==> src/rtl/core/uer_pkg.sv <==
// ----------------------------------------------------------------------------
// uer_pkg
// shared types, register codes and defaults of the ultrasonic echo ranger
// ----------------------------------------------------------------------------
package uer_pkg;

  localparam int COUNT_WIDTH_DEF   = 16;
  localparam int FRACTION_BITS_DEF = 4;

  localparam int RANGE_W    = 13;
  localparam int CM_W       = 9;
  localparam int TRIG_W     = 8;
  localparam int HOLD_W     = 17;
  localparam int CFG_IDX_W  = 3;
  localparam int CFG_DATA_W = 17;

  // 58 us per cm round trip; the divider works on half the value against 29
  localparam int HALF_US_PER_CM = 29;

  localparam logic [CFG_IDX_W-1:0] REG_TRIG_PULSE = 3'd0;
  localparam logic [CFG_IDX_W-1:0] REG_HOLDOFF    = 3'd1;
  localparam logic [CFG_IDX_W-1:0] REG_MIN_CM     = 3'd2;
  localparam logic [CFG_IDX_W-1:0] REG_MAX_CM     = 3'd3;
  localparam logic [CFG_IDX_W-1:0] REG_NEAR_CM    = 3'd4;

  localparam logic [TRIG_W-1:0] TRIG_PULSE_RST = 8'd10;
  localparam logic [HOLD_W-1:0] HOLDOFF_RST    = 17'd101000;
  localparam logic [CM_W-1:0]   MIN_CM_RST     = 9'd2;
  localparam logic [CM_W-1:0]   MAX_CM_RST     = 9'd400;
  localparam logic [CM_W-1:0]   NEAR_CM_RST    = 9'd5;

  typedef struct packed {
    logic [TRIG_W-1:0] trig_pulse_ticks;
    logic [HOLD_W-1:0] holdoff_ticks;
    logic [CM_W-1:0]   min_cm;
    logic [CM_W-1:0]   max_cm;
    logic [CM_W-1:0]   near_cm;
  } uer_cfg_t;

  // per-tick control that rides along the pipeline
  typedef struct packed {
    logic trig;
    logic fin;
  } uer_ctl_t;

endpackage

==> src/rtl/core/uer_if.sv <==
// ----------------------------------------------------------------------------
// uer_if
// valid/ready channels of the ultrasonic echo ranger
// ----------------------------------------------------------------------------
interface uer_sample_if;
  logic valid;
  logic ready;
  logic echo_level;

  modport source (output valid, output echo_level, input ready);
  modport sink (input valid, input echo_level, output ready);
endinterface

interface uer_result_if;
  logic                        valid;
  logic                        ready;
  logic                        trig_level;
  logic                        result_valid;
  logic [uer_pkg::RANGE_W-1:0] range_sixteenths;
  logic                        near;

  modport source (output valid, output trig_level, output result_valid,
                  output range_sixteenths, output near, input ready);
  modport sink (input valid, input trig_level, input result_valid,
                input range_sixteenths, input near, output ready);
endinterface

==> src/rtl/core/uer_seq.sv <==
// ----------------------------------------------------------------------------
// uer_seq
// trigger / echo / holdoff sequencer, one step per accepted tick
// ----------------------------------------------------------------------------
module uer_seq #(
  parameter int COUNT_WIDTH = uer_pkg::COUNT_WIDTH_DEF
) (
  input  logic                   clk,
  input  logic                   rst,
  input  logic                   step,
  input  logic                   echo_level,
  input  uer_pkg::uer_cfg_t      cfg,
  output uer_pkg::uer_ctl_t      ctl,
  output logic [COUNT_WIDTH-1:0] count
);

  typedef enum logic [2:0] {
    PH_LOW1 = 3'd0,
    PH_HIGH = 3'd1,
    PH_LOW2 = 3'd2,
    PH_WAIT = 3'd3,
    PH_MEAS = 3'd4,
    PH_HOLD = 3'd5
  } phase_t;

  localparam logic [COUNT_WIDTH-1:0] SAT = '1;

  phase_t                       phase, phase_next;
  logic [uer_pkg::HOLD_W-1:0]   phase_ticks, phase_ticks_next;
  logic [COUNT_WIDTH-1:0]       echo_ticks, echo_ticks_next;
  logic [uer_pkg::HOLD_W-1:0]   ticks_inc;
  logic                         trig_done;

  assign ticks_inc = phase_ticks + 1'b1;
  assign trig_done = ticks_inc >= uer_pkg::HOLD_W'(cfg.trig_pulse_ticks);
  assign count     = echo_ticks;

  always_comb begin
    phase_next       = phase;
    phase_ticks_next = phase_ticks;
    echo_ticks_next  = echo_ticks;
    ctl              = '0;
    unique case (phase)
      PH_HIGH: begin
        ctl.trig         = 1'b1;
        phase_ticks_next = trig_done ? '0 : ticks_inc;
        if (trig_done) phase_next = PH_LOW2;
      end
      PH_LOW2: begin
        phase_ticks_next = trig_done ? '0 : ticks_inc;
        if (trig_done) phase_next = PH_WAIT;
      end
      PH_WAIT: begin
        if (echo_level) begin
          echo_ticks_next = COUNT_WIDTH'(1);
          phase_next      = PH_MEAS;
        end
      end
      PH_MEAS: begin
        if (echo_level) begin
          if (echo_ticks != SAT) echo_ticks_next = echo_ticks + 1'b1;
        end else begin
          ctl.fin          = 1'b1;
          phase_ticks_next = '0;
          phase_next       = (cfg.holdoff_ticks == '0) ? PH_LOW1 : PH_HOLD;
        end
      end
      PH_HOLD: begin
        if (ticks_inc >= cfg.holdoff_ticks) begin
          phase_next       = PH_LOW1;
          phase_ticks_next = '0;
        end else begin
          phase_ticks_next = ticks_inc;
        end
      end
      default: begin
        // first low phase, also the landing place of unused codes
        phase_ticks_next = trig_done ? '0 : ticks_inc;
        phase_next       = trig_done ? PH_HIGH : PH_LOW1;
      end
    endcase
  end

  always_ff @(posedge clk) begin
    if (rst) begin
      phase       <= PH_LOW1;
      phase_ticks <= '0;
      echo_ticks  <= '0;
    end else if (step) begin
      phase       <= phase_next;
      phase_ticks <= phase_ticks_next;
      echo_ticks  <= echo_ticks_next;
    end
  end

endmodule

==> src/rtl/core/uer_div.sv <==
// ----------------------------------------------------------------------------
// uer_div
// two-stage divide of the scaled echo count by 58 (reciprocal multiply, fix-up)
// ----------------------------------------------------------------------------
module uer_div #(
  parameter int COUNT_WIDTH   = uer_pkg::COUNT_WIDTH_DEF,
  parameter int FRACTION_BITS = uer_pkg::FRACTION_BITS_DEF,
  localparam int NW = COUNT_WIDTH + FRACTION_BITS,
  localparam int XW = NW - 1,
  localparam int QW = XW - 4
) (
  input  logic                   clk,
  input  logic                   en_mul,
  input  logic                   en_fix,
  input  logic [COUNT_WIDTH-1:0] count,
  output logic [QW-1:0]          quot
);

  // floor(2^XW / 29): the estimate is low by at most one for any x < 2^XW
  localparam longint unsigned RECIP_L =
    (64'd1 << XW) / 64'(uer_pkg::HALF_US_PER_CM);
  localparam logic [QW-1:0] RECIP = QW'(RECIP_L);

  logic [NW-1:0]    scaled;
  logic [XW-1:0]    half;
  logic [XW+QW-1:0] prod;
  logic [XW-1:0]    x_b;
  logic [QW-1:0]    q_est_b;
  logic [XW-1:0]    rem;

  // floor(n / 58) == floor(floor(n / 2) / 29)
  assign scaled = NW'(count) << FRACTION_BITS;
  assign half   = scaled[NW-1:1];
  assign prod   = (XW+QW)'(half) * (XW+QW)'(RECIP);

  always_ff @(posedge clk) begin
    if (en_mul) begin
      x_b     <= half;
      q_est_b <= prod[XW+QW-1:XW];
    end
  end

  assign rem = x_b - XW'(q_est_b) * XW'(uer_pkg::HALF_US_PER_CM);

  always_ff @(posedge clk) begin
    if (en_fix) begin
      quot <= (rem >= XW'(uer_pkg::HALF_US_PER_CM)) ? q_est_b + 1'b1 : q_est_b;
    end
  end

endmodule

==> src/rtl/core/ultrasonic_echo_ranger.sv <==
// ----------------------------------------------------------------------------
// ultrasonic_echo_ranger
// pulse-echo distance meter: trigger sequencing, echo timing, distance in 1/16 cm
// ----------------------------------------------------------------------------
// path: an accepted tick passes the sequencer register, reciprocal multiply,
//   fix-up and clamp / output register, and back-pressure can hold it
// throughput: one tick per cycle while the result side keeps up; the
//   sequencer state is the only loop, the divide is pipelined behind it
// reset (rst, synchronous): first trigger low phase, counts, range and near
//   flag cleared, registers back to defaults, pipeline empty
// ----------------------------------------------------------------------------
module ultrasonic_echo_ranger #(
  parameter int COUNT_WIDTH   = uer_pkg::COUNT_WIDTH_DEF,
  parameter int FRACTION_BITS = uer_pkg::FRACTION_BITS_DEF
) (
  input  logic                           clk,
  input  logic                           rst,
  uer_sample_if.sink                     sample,
  uer_result_if.source                   result,
  input  logic                           cfg_wr_en,
  input  logic [uer_pkg::CFG_IDX_W-1:0]  cfg_index,
  input  logic [uer_pkg::CFG_DATA_W-1:0] cfg_data
);

  localparam int NW = COUNT_WIDTH + FRACTION_BITS;
  localparam int QW = NW - 5;
  localparam int LW = uer_pkg::CM_W + FRACTION_BITS;
  // clamp width covers both the quotient and the shifted limits
  localparam int DW = (QW > LW) ? QW : LW;

  // --------------------------------------------------------------------------
  // configuration registers: the user writes them only while the pipeline is drained; the block does not enforce it
  // --------------------------------------------------------------------------
  uer_pkg::uer_cfg_t cfg;

  always_ff @(posedge clk) begin
    if (rst) begin
      cfg.trig_pulse_ticks <= uer_pkg::TRIG_PULSE_RST;
      cfg.holdoff_ticks    <= uer_pkg::HOLDOFF_RST;
      cfg.min_cm           <= uer_pkg::MIN_CM_RST;
      cfg.max_cm           <= uer_pkg::MAX_CM_RST;
      cfg.near_cm          <= uer_pkg::NEAR_CM_RST;
    end else if (cfg_wr_en) begin
      unique case (cfg_index)
        uer_pkg::REG_TRIG_PULSE: cfg.trig_pulse_ticks <= uer_pkg::TRIG_W'(cfg_data);
        uer_pkg::REG_HOLDOFF:    cfg.holdoff_ticks    <= uer_pkg::HOLD_W'(cfg_data);
        uer_pkg::REG_MIN_CM:     cfg.min_cm           <= uer_pkg::CM_W'(cfg_data);
        uer_pkg::REG_MAX_CM:     cfg.max_cm           <= uer_pkg::CM_W'(cfg_data);
        uer_pkg::REG_NEAR_CM:    cfg.near_cm          <= uer_pkg::CM_W'(cfg_data);
        default: ; // indexes past the list are dropped
      endcase
    end
  end

  // --------------------------------------------------------------------------
  // pipeline handshake: a stage moves when the one after it is empty or moving,
  // so bubbles are squeezed out and a stalled result still lets ticks in while
  // any stage before the output register is empty
  logic vld_a, vld_b, vld_c, vld_o;
  logic rdy_a, rdy_b, rdy_c, rdy_o;
  logic accept;

  assign rdy_o        = !vld_o || result.ready;
  assign rdy_c        = !vld_c || rdy_o;
  assign rdy_b        = !vld_b || rdy_c;
  assign rdy_a        = !vld_a || rdy_b;
  assign sample.ready = rdy_a;
  assign accept       = sample.valid && sample.ready;

  // --------------------------------------------------------------------------
  // sequencer: state steps on every accepted transaction
  // --------------------------------------------------------------------------
  uer_pkg::uer_ctl_t      seq_ctl;
  logic [COUNT_WIDTH-1:0] seq_count;

  uer_seq #(
    .COUNT_WIDTH (COUNT_WIDTH)
  ) u_seq (
    .clk        (clk),
    .rst        (rst),
    .step       (accept),
    .echo_level (sample.echo_level),
    .cfg        (cfg),
    .ctl        (seq_ctl),
    .count      (seq_count)
  );

  // stage a holds the step outcome, b the quotient estimate, c the exact quotient
  uer_pkg::uer_ctl_t      ctl_a, ctl_b, ctl_c;
  logic [COUNT_WIDTH-1:0] count_a;
  logic [QW-1:0]          quot_c;
  logic                   adv_a, adv_b, adv_c, adv_o;

  assign adv_a = accept;
  assign adv_b = vld_a && rdy_b;
  assign adv_c = vld_b && rdy_c;
  assign adv_o = vld_c && rdy_o;

  always_ff @(posedge clk) begin
    if (adv_a) begin
      ctl_a   <= seq_ctl;
      count_a <= seq_count;
    end
    if (adv_b) ctl_b <= ctl_a;
    if (adv_c) ctl_c <= ctl_b;
  end

  uer_div #(
    .COUNT_WIDTH   (COUNT_WIDTH),
    .FRACTION_BITS (FRACTION_BITS)
  ) u_div (
    .clk    (clk),
    .en_mul (adv_b),
    .en_fix (adv_c),
    .count  (count_a),
    .quot   (quot_c)
  );

  // --------------------------------------------------------------------------
  // clamp and near flag: max first, then min, so min wins when they cross
  // --------------------------------------------------------------------------
  logic [DW-1:0] lim_hi, lim_lo, lim_near;
  logic [DW-1:0] dist_hi, dist_clamp;

  assign lim_hi     = DW'(cfg.max_cm) << FRACTION_BITS;
  assign lim_lo     = DW'(cfg.min_cm) << FRACTION_BITS;
  assign lim_near   = DW'(cfg.near_cm) << FRACTION_BITS;
  assign dist_hi    = (DW'(quot_c) > lim_hi) ? lim_hi : DW'(quot_c);
  assign dist_clamp = (dist_hi < lim_lo) ? lim_lo : dist_hi;

  // --------------------------------------------------------------------------
  // valid bits and output register; range and near hold between measurements
  // --------------------------------------------------------------------------
  always_ff @(posedge clk) begin
    if (rst) begin
      vld_a                   <= 1'b0;
      vld_b                   <= 1'b0;
      vld_c                   <= 1'b0;
      vld_o                   <= 1'b0;
      result.range_sixteenths <= '0;
      result.near             <= 1'b0;
    end else begin
      if (rdy_a) vld_a <= accept;
      if (rdy_b) vld_b <= vld_a;
      if (rdy_c) vld_c <= vld_b;
      if (rdy_o) vld_o <= vld_c;
      if (adv_o && ctl_c.fin) begin
        result.range_sixteenths <= uer_pkg::RANGE_W'(dist_clamp);
        if (dist_clamp < lim_near) begin
          result.near <= 1'b1;
        end else if (dist_clamp > lim_near) begin
          result.near <= 1'b0;
        end
      end
    end
  end

  always_ff @(posedge clk) begin
    if (adv_o) begin
      result.trig_level   <= ctl_c.trig;
      result.result_valid <= ctl_c.fin;
    end
  end

  assign result.valid = vld_o;

  // --------------------------------------------------------------------------
  // assertions
  // --------------------------------------------------------------------------

  // trigger high and measurement end belong to different phases
  a_trig_excl_fin: assert property (@(posedge clk) disable iff (rst)
    result.valid |-> !(result.trig_level && result.result_valid))
    else $error("trigger and finished measurement in one transaction");

  // a full pipeline with a stalled output must refuse new ticks
  a_full_backpressure: assert property (@(posedge clk) disable iff (rst)
    (vld_a && vld_b && vld_c && vld_o && !result.ready) |-> !sample.ready)
    else $error("tick taken while pipeline is full");

  // range only changes on a transaction that finishes a measurement
  a_range_hold: assert property (@(posedge clk) disable iff (rst)
    (!$past(rst) && !$past(adv_o && ctl_c.fin)) |-> $stable(result.range_sixteenths))
    else $error("range changed without a finished measurement");

endmodule

==> src/flat_wrapper.sv <==
// flat-port wrapper written by rule: the top's interface ports become plain ports
module ultrasonic_echo_ranger_flat 
#(
  parameter int COUNT_WIDTH   = uer_pkg::COUNT_WIDTH_DEF,
  parameter int FRACTION_BITS = uer_pkg::FRACTION_BITS_DEF
)
  (clk, rst, cfg_wr_en, cfg_index, cfg_data, sample_valid, sample_echo_level, sample_ready, result_valid, result_trig_level, result_result_valid, result_range_sixteenths, result_near, result_ready);
  uer_sample_if sample_i ();
  uer_result_if result_i ();
  input  logic clk;
  input  logic rst;
  input  logic cfg_wr_en;
  input  logic [uer_pkg::CFG_IDX_W-1:0] cfg_index;
  input  logic [uer_pkg::CFG_DATA_W-1:0] cfg_data;
  input wire logic [$bits(sample_i.valid)-1:0] sample_valid;
  input wire logic [$bits(sample_i.echo_level)-1:0] sample_echo_level;
  output wire logic [$bits(sample_i.ready)-1:0] sample_ready;
  output wire logic [$bits(result_i.valid)-1:0] result_valid;
  output wire logic [$bits(result_i.trig_level)-1:0] result_trig_level;
  output wire logic [$bits(result_i.result_valid)-1:0] result_result_valid;
  output wire logic [$bits(result_i.range_sixteenths)-1:0] result_range_sixteenths;
  output wire logic [$bits(result_i.near)-1:0] result_near;
  input wire logic [$bits(result_i.ready)-1:0] result_ready;
  assign sample_i.valid = sample_valid;
  assign sample_i.echo_level = sample_echo_level;
  assign sample_ready = sample_i.ready;
  assign result_valid = result_i.valid;
  assign result_trig_level = result_i.trig_level;
  assign result_result_valid = result_i.result_valid;
  assign result_range_sixteenths = result_i.range_sixteenths;
  assign result_near = result_i.near;
  assign result_i.ready = result_ready;
  ultrasonic_echo_ranger #(.COUNT_WIDTH(COUNT_WIDTH), .FRACTION_BITS(FRACTION_BITS)) u_core (.clk(clk), .rst(rst), .sample(sample_i), .result(result_i), .cfg_wr_en(cfg_wr_en), .cfg_index(cfg_index), .cfg_data(cfg_data));
endmodule
==> config.mk <==
export PLATFORM = sky130hd
export DESIGN_NAME = ultrasonic_echo_ranger_flat
export DESIGN_NICKNAME = d
export VERILOG_FILES = /design/src/rtl/core/uer_pkg.sv /design/src/rtl/core/uer_if.sv /design/src/rtl/core/uer_seq.sv /design/src/rtl/core/uer_div.sv /design/src/rtl/core/ultrasonic_echo_ranger.sv /design/src/flat_wrapper.sv
export SDC_FILE = /design/constraint.sdc
export NUM_CORES = 1
export LEC_CHECK = 0
export BUFFER_PORTS_ARGS = -buffer_cell sky130_fd_sc_hd__buf_4
export CAP_MARGIN = 20
export CORE_MARGIN = 3
export CORE_UTILIZATION = 50
export CTS_BUF_LIST = sky130_fd_sc_hd__clkbuf_8
export DETAILED_ROUTE_END_ITERATION = 8
export HOLD_SLACK_MARGIN = 0.06
export PLACE_DENSITY = 0.66
export SYNTH_ARGS = -nofsm -noshare
export SYNTH_HDL_FRONTEND = slang
export SYNTH_SLANG_ARGS = --single-unit
==> constraint.sdc <==
create_clock -name clk -period 12.9 [get_ports clk]
set_input_delay 1.29 -clock clk [delete_from_list [all_inputs] [get_ports clk]]
set_output_delay 1.29 -clock clk [all_outputs]
set_load 0.01 [all_outputs]
==> reports/metrics.cfg <==
[timing]
skew_ps=27.7
setup_slack_ps=6980
timing.setup.tns_ps=0
rsz0062_at_grt=no
hold_viol_final=0
whs_ps=430
setup_violations=0
timing.final.crit_share=0.459
slew_viol_final=0
clock.fmax_mhz=169
relSlewSlack=0.371
period_needed_ps=5920
worst_pin_slew_ps=943

[grt]
overflow=0
grt_max_degree=91
first_global_vias=10400
grt_usage=0.203
antenna_found_initial=0
grt_pass1_wl_um=51900

[synthesis]
ys_types=82
ys_ff_latch=176
synthAdderAreaFrac=0.336
synth_area_leaders=ha_1, fa_1, dfxtp_1, edfxtp_1, inv_1
synth_xor_area_frac=0.0376
netlist_area_um2=14900
synth_top_area_frac=0.187
synth_cells=1580
synth_mux_area_frac=0.0131
ys_async_sr_fraction=0
synth_fp_nets=1940
synth_top_family_by_area=adder cells
synth-edff-count=70
synth_simple_gate_area_frac=0.135
syn_area_per_cell_um2=9.43
yosysTopAreaCell=ha_1
ys_seq_area_frac=0.284
yosys_warnings=0
synth_flop_cell=dfxtp_1
synth_compound_area_frac=0.106

[cts]
clkTransAtPathRegs_ps=100
clock_sinks=176
cts_buffers=17
ctsHoldBuffers=0
cts_root_buf=clkbuf_8
clockBufferDepth=2
cts_tree=built
htreeDepth=4
post_cts_buffers=0
clk_latency_ps=490
cts_resized=0

[final_layout]
layout_commonest_cell=inv_1
mostFrequentLayoutCells=inv_1, ha_1, nand2_1
n_antenna_cell=0
fin_nets=1974
final_cells=2011
synthToLayoutAreaGrowth_pct=7.55
drive_above_1_share=0.0768

[hold_path]
hp-class=flip-flop to flip-flop
holdPathEnd=u_core.ctl_b[0]
holdCritStartpoint=u_core.ctl_a[0]
hold_depth=0

[placement]
hpwl_um=25200
place.gp.congestion=0.911
dp_cells=1978
dp_slack_ps=7030
io_buffers=43

[floorplan]
coreArea_um2=29000
io_pins=44
chipWidth_um=179
rows=62
die_h_um=179
start_util=0.513
die_area_um2=31900

[outcome]
status=finished, final reports clean

[routing]
wl_um=31500
vias=10700
viasPerCell=5.31
ant_nets=0
drc_errors=0
drtIter0Drc=724
routedWlPerCell_um=15.7
drt_first_pass_iters=4

[pwr]
total_power_uw=3550
powerDensity_nw_per_um2=221
cellLeakagePower_uw=0.00744
vdd_ir_drop_max_mv=0.254

[setup_path]
r2r-start=u_core.count_a[10]
cp_max_fo=7
r2r-end=u_core.u_div.q_est_b[6]
critical_path_class=flip-flop to flip-flop
critical_path_arrival_ps=6200
critPathCaptureType=flip-flop
critPathRequiredTime_ps=13180
cp-start-kind=flip-flop
rrSetupSlack_ps=6980
reg2reg_depth=17

[flow_run]
max-cap-violations=0

area by class of cell:
| type | count | area, µm² |
|---|---|---|
| Fill cell | 2630 | 13000 |
| Multi-Input combinational cell | 1067 | 9370 |
| Sequential cell | 176 | 4220 |
| Inverter | 303 | 1140 |
| Tap cell | 384 | 480 |
| Timing Repair Buffer | 49 | 368 |
| Clock buffer | 17 | 234 |
| Clock inverter | 15 | 214 |
Yosys cell counts, drive strengths merged, types with 5 or more instances:
cell type  count
nand3         33
o21ai         61
a21o          21
and2           6
o211ai         5
inv          303
a211o         11
nand2b         8
and3          12
ha           223
nand2        161
nand4         24
a211oi         8
nor4          16
nor3b          6
nor2          85
or2            8
xor2          14
xnor2         50
nand3b         9
a31oi          7
nor2b         10
fa           111
buf           13
mux2           8
nor3          15
o21a           8
edfxtp        70
clkbuf        19
and4           6
dfxtp        106
a21oi         79
mux2i          9
power by group:
| group | switching (µW) | internal (µW) |
|---|---|---|
| clock | 266 | 159 |
| sequential | 51.0 | 635 |
| combinational | 1360 | 1080 |
flip-flops by register name, summed over array words and instances (netlist names):
signal	count
u_core.cfg	52
u_core.count_a	16
u_core.ctl_a	2
u_core.ctl_b	2
u_core.ctl_c	2
u_core.result.near	1
u_core.result.range_sixteenths	13
u_core.result.result_valid	1
u_core.result.trig_level	1
u_core.result.valid	1
u_core.u_div.q_est_b	15
u_core.u_div.quot	15
u_core.u_div.x_b	16
u_core.u_seq.count	16
u_core.u_seq.phase	3
u_core.u_seq.phase_ticks	17
u_core.vld_a	1
u_core.vld_b	1
u_core.vld_c	1
metrics by stage:
stage | cell area (µm²) | util
CTS | 16000 | 0.552
finish | 16000 | 0.552
global route | 16000 | 0.552
floorplan | 14900 | -
global placement | 15600 | 0.537
detailed placement | 15600 | 0.537
worst max path at each step:
stage / endpoint / slack (ps) / startpoint / cells past startpoint
floorplan: u_core.u_div.q_est_b[6] / 7470 / u_core.count_a[9] / 17
global placement: u_core.u_div.q_est_b[6] / 7180 / u_core.count_a[10] / 17
detailed placement: u_core.u_div.q_est_b[6] / 7030 / u_core.count_a[10] / 17
CTS: u_core.u_div.q_est_b[6] / 7010 / u_core.count_a[10] / 17
global route: u_core.u_div.q_est_b[6] / 6700 / u_core.count_a[10] / 17
finish: u_core.u_div.q_est_b[6] / 6980 / u_core.count_a[10] / 17
critical path, stage by stage, from the launching register on:
cell and delay [ps]:
edfxtp_1 620, ha_1 400, inv_1 60, fa_1 490
fa_1 510, inv_1 50, fa_1 460, fa_1 570
fa_1 430, ha_1 340, nand4_1 130, o311a_1 360
o21ai_0 270, a21oi_1 190, o21a_1 240, o21ai_0 260
o21ai_0 120, a221oi_1 260
cell families after synthesis:
logic type / count (synthesis)
and+or+nand+nor: 412
buffers and inverters: 337
adders and majority gates: 334
AOI/OAI and AO/OA: 240
DFF: 176
xor gates and xnor gates: 64
muxes: 17
metal layers:
layer / wire (µm) / global-route usage / share of wire
met5: 0 / 0 / 0
met1: 15000 / 0.284 / 0.48
met3: 980 / 0.0289 / 0.031
met2: 15100 / 0.338 / 0.48
met4: 405 / 0.0435 / 0.013
(Power assumes the default switching activity.)
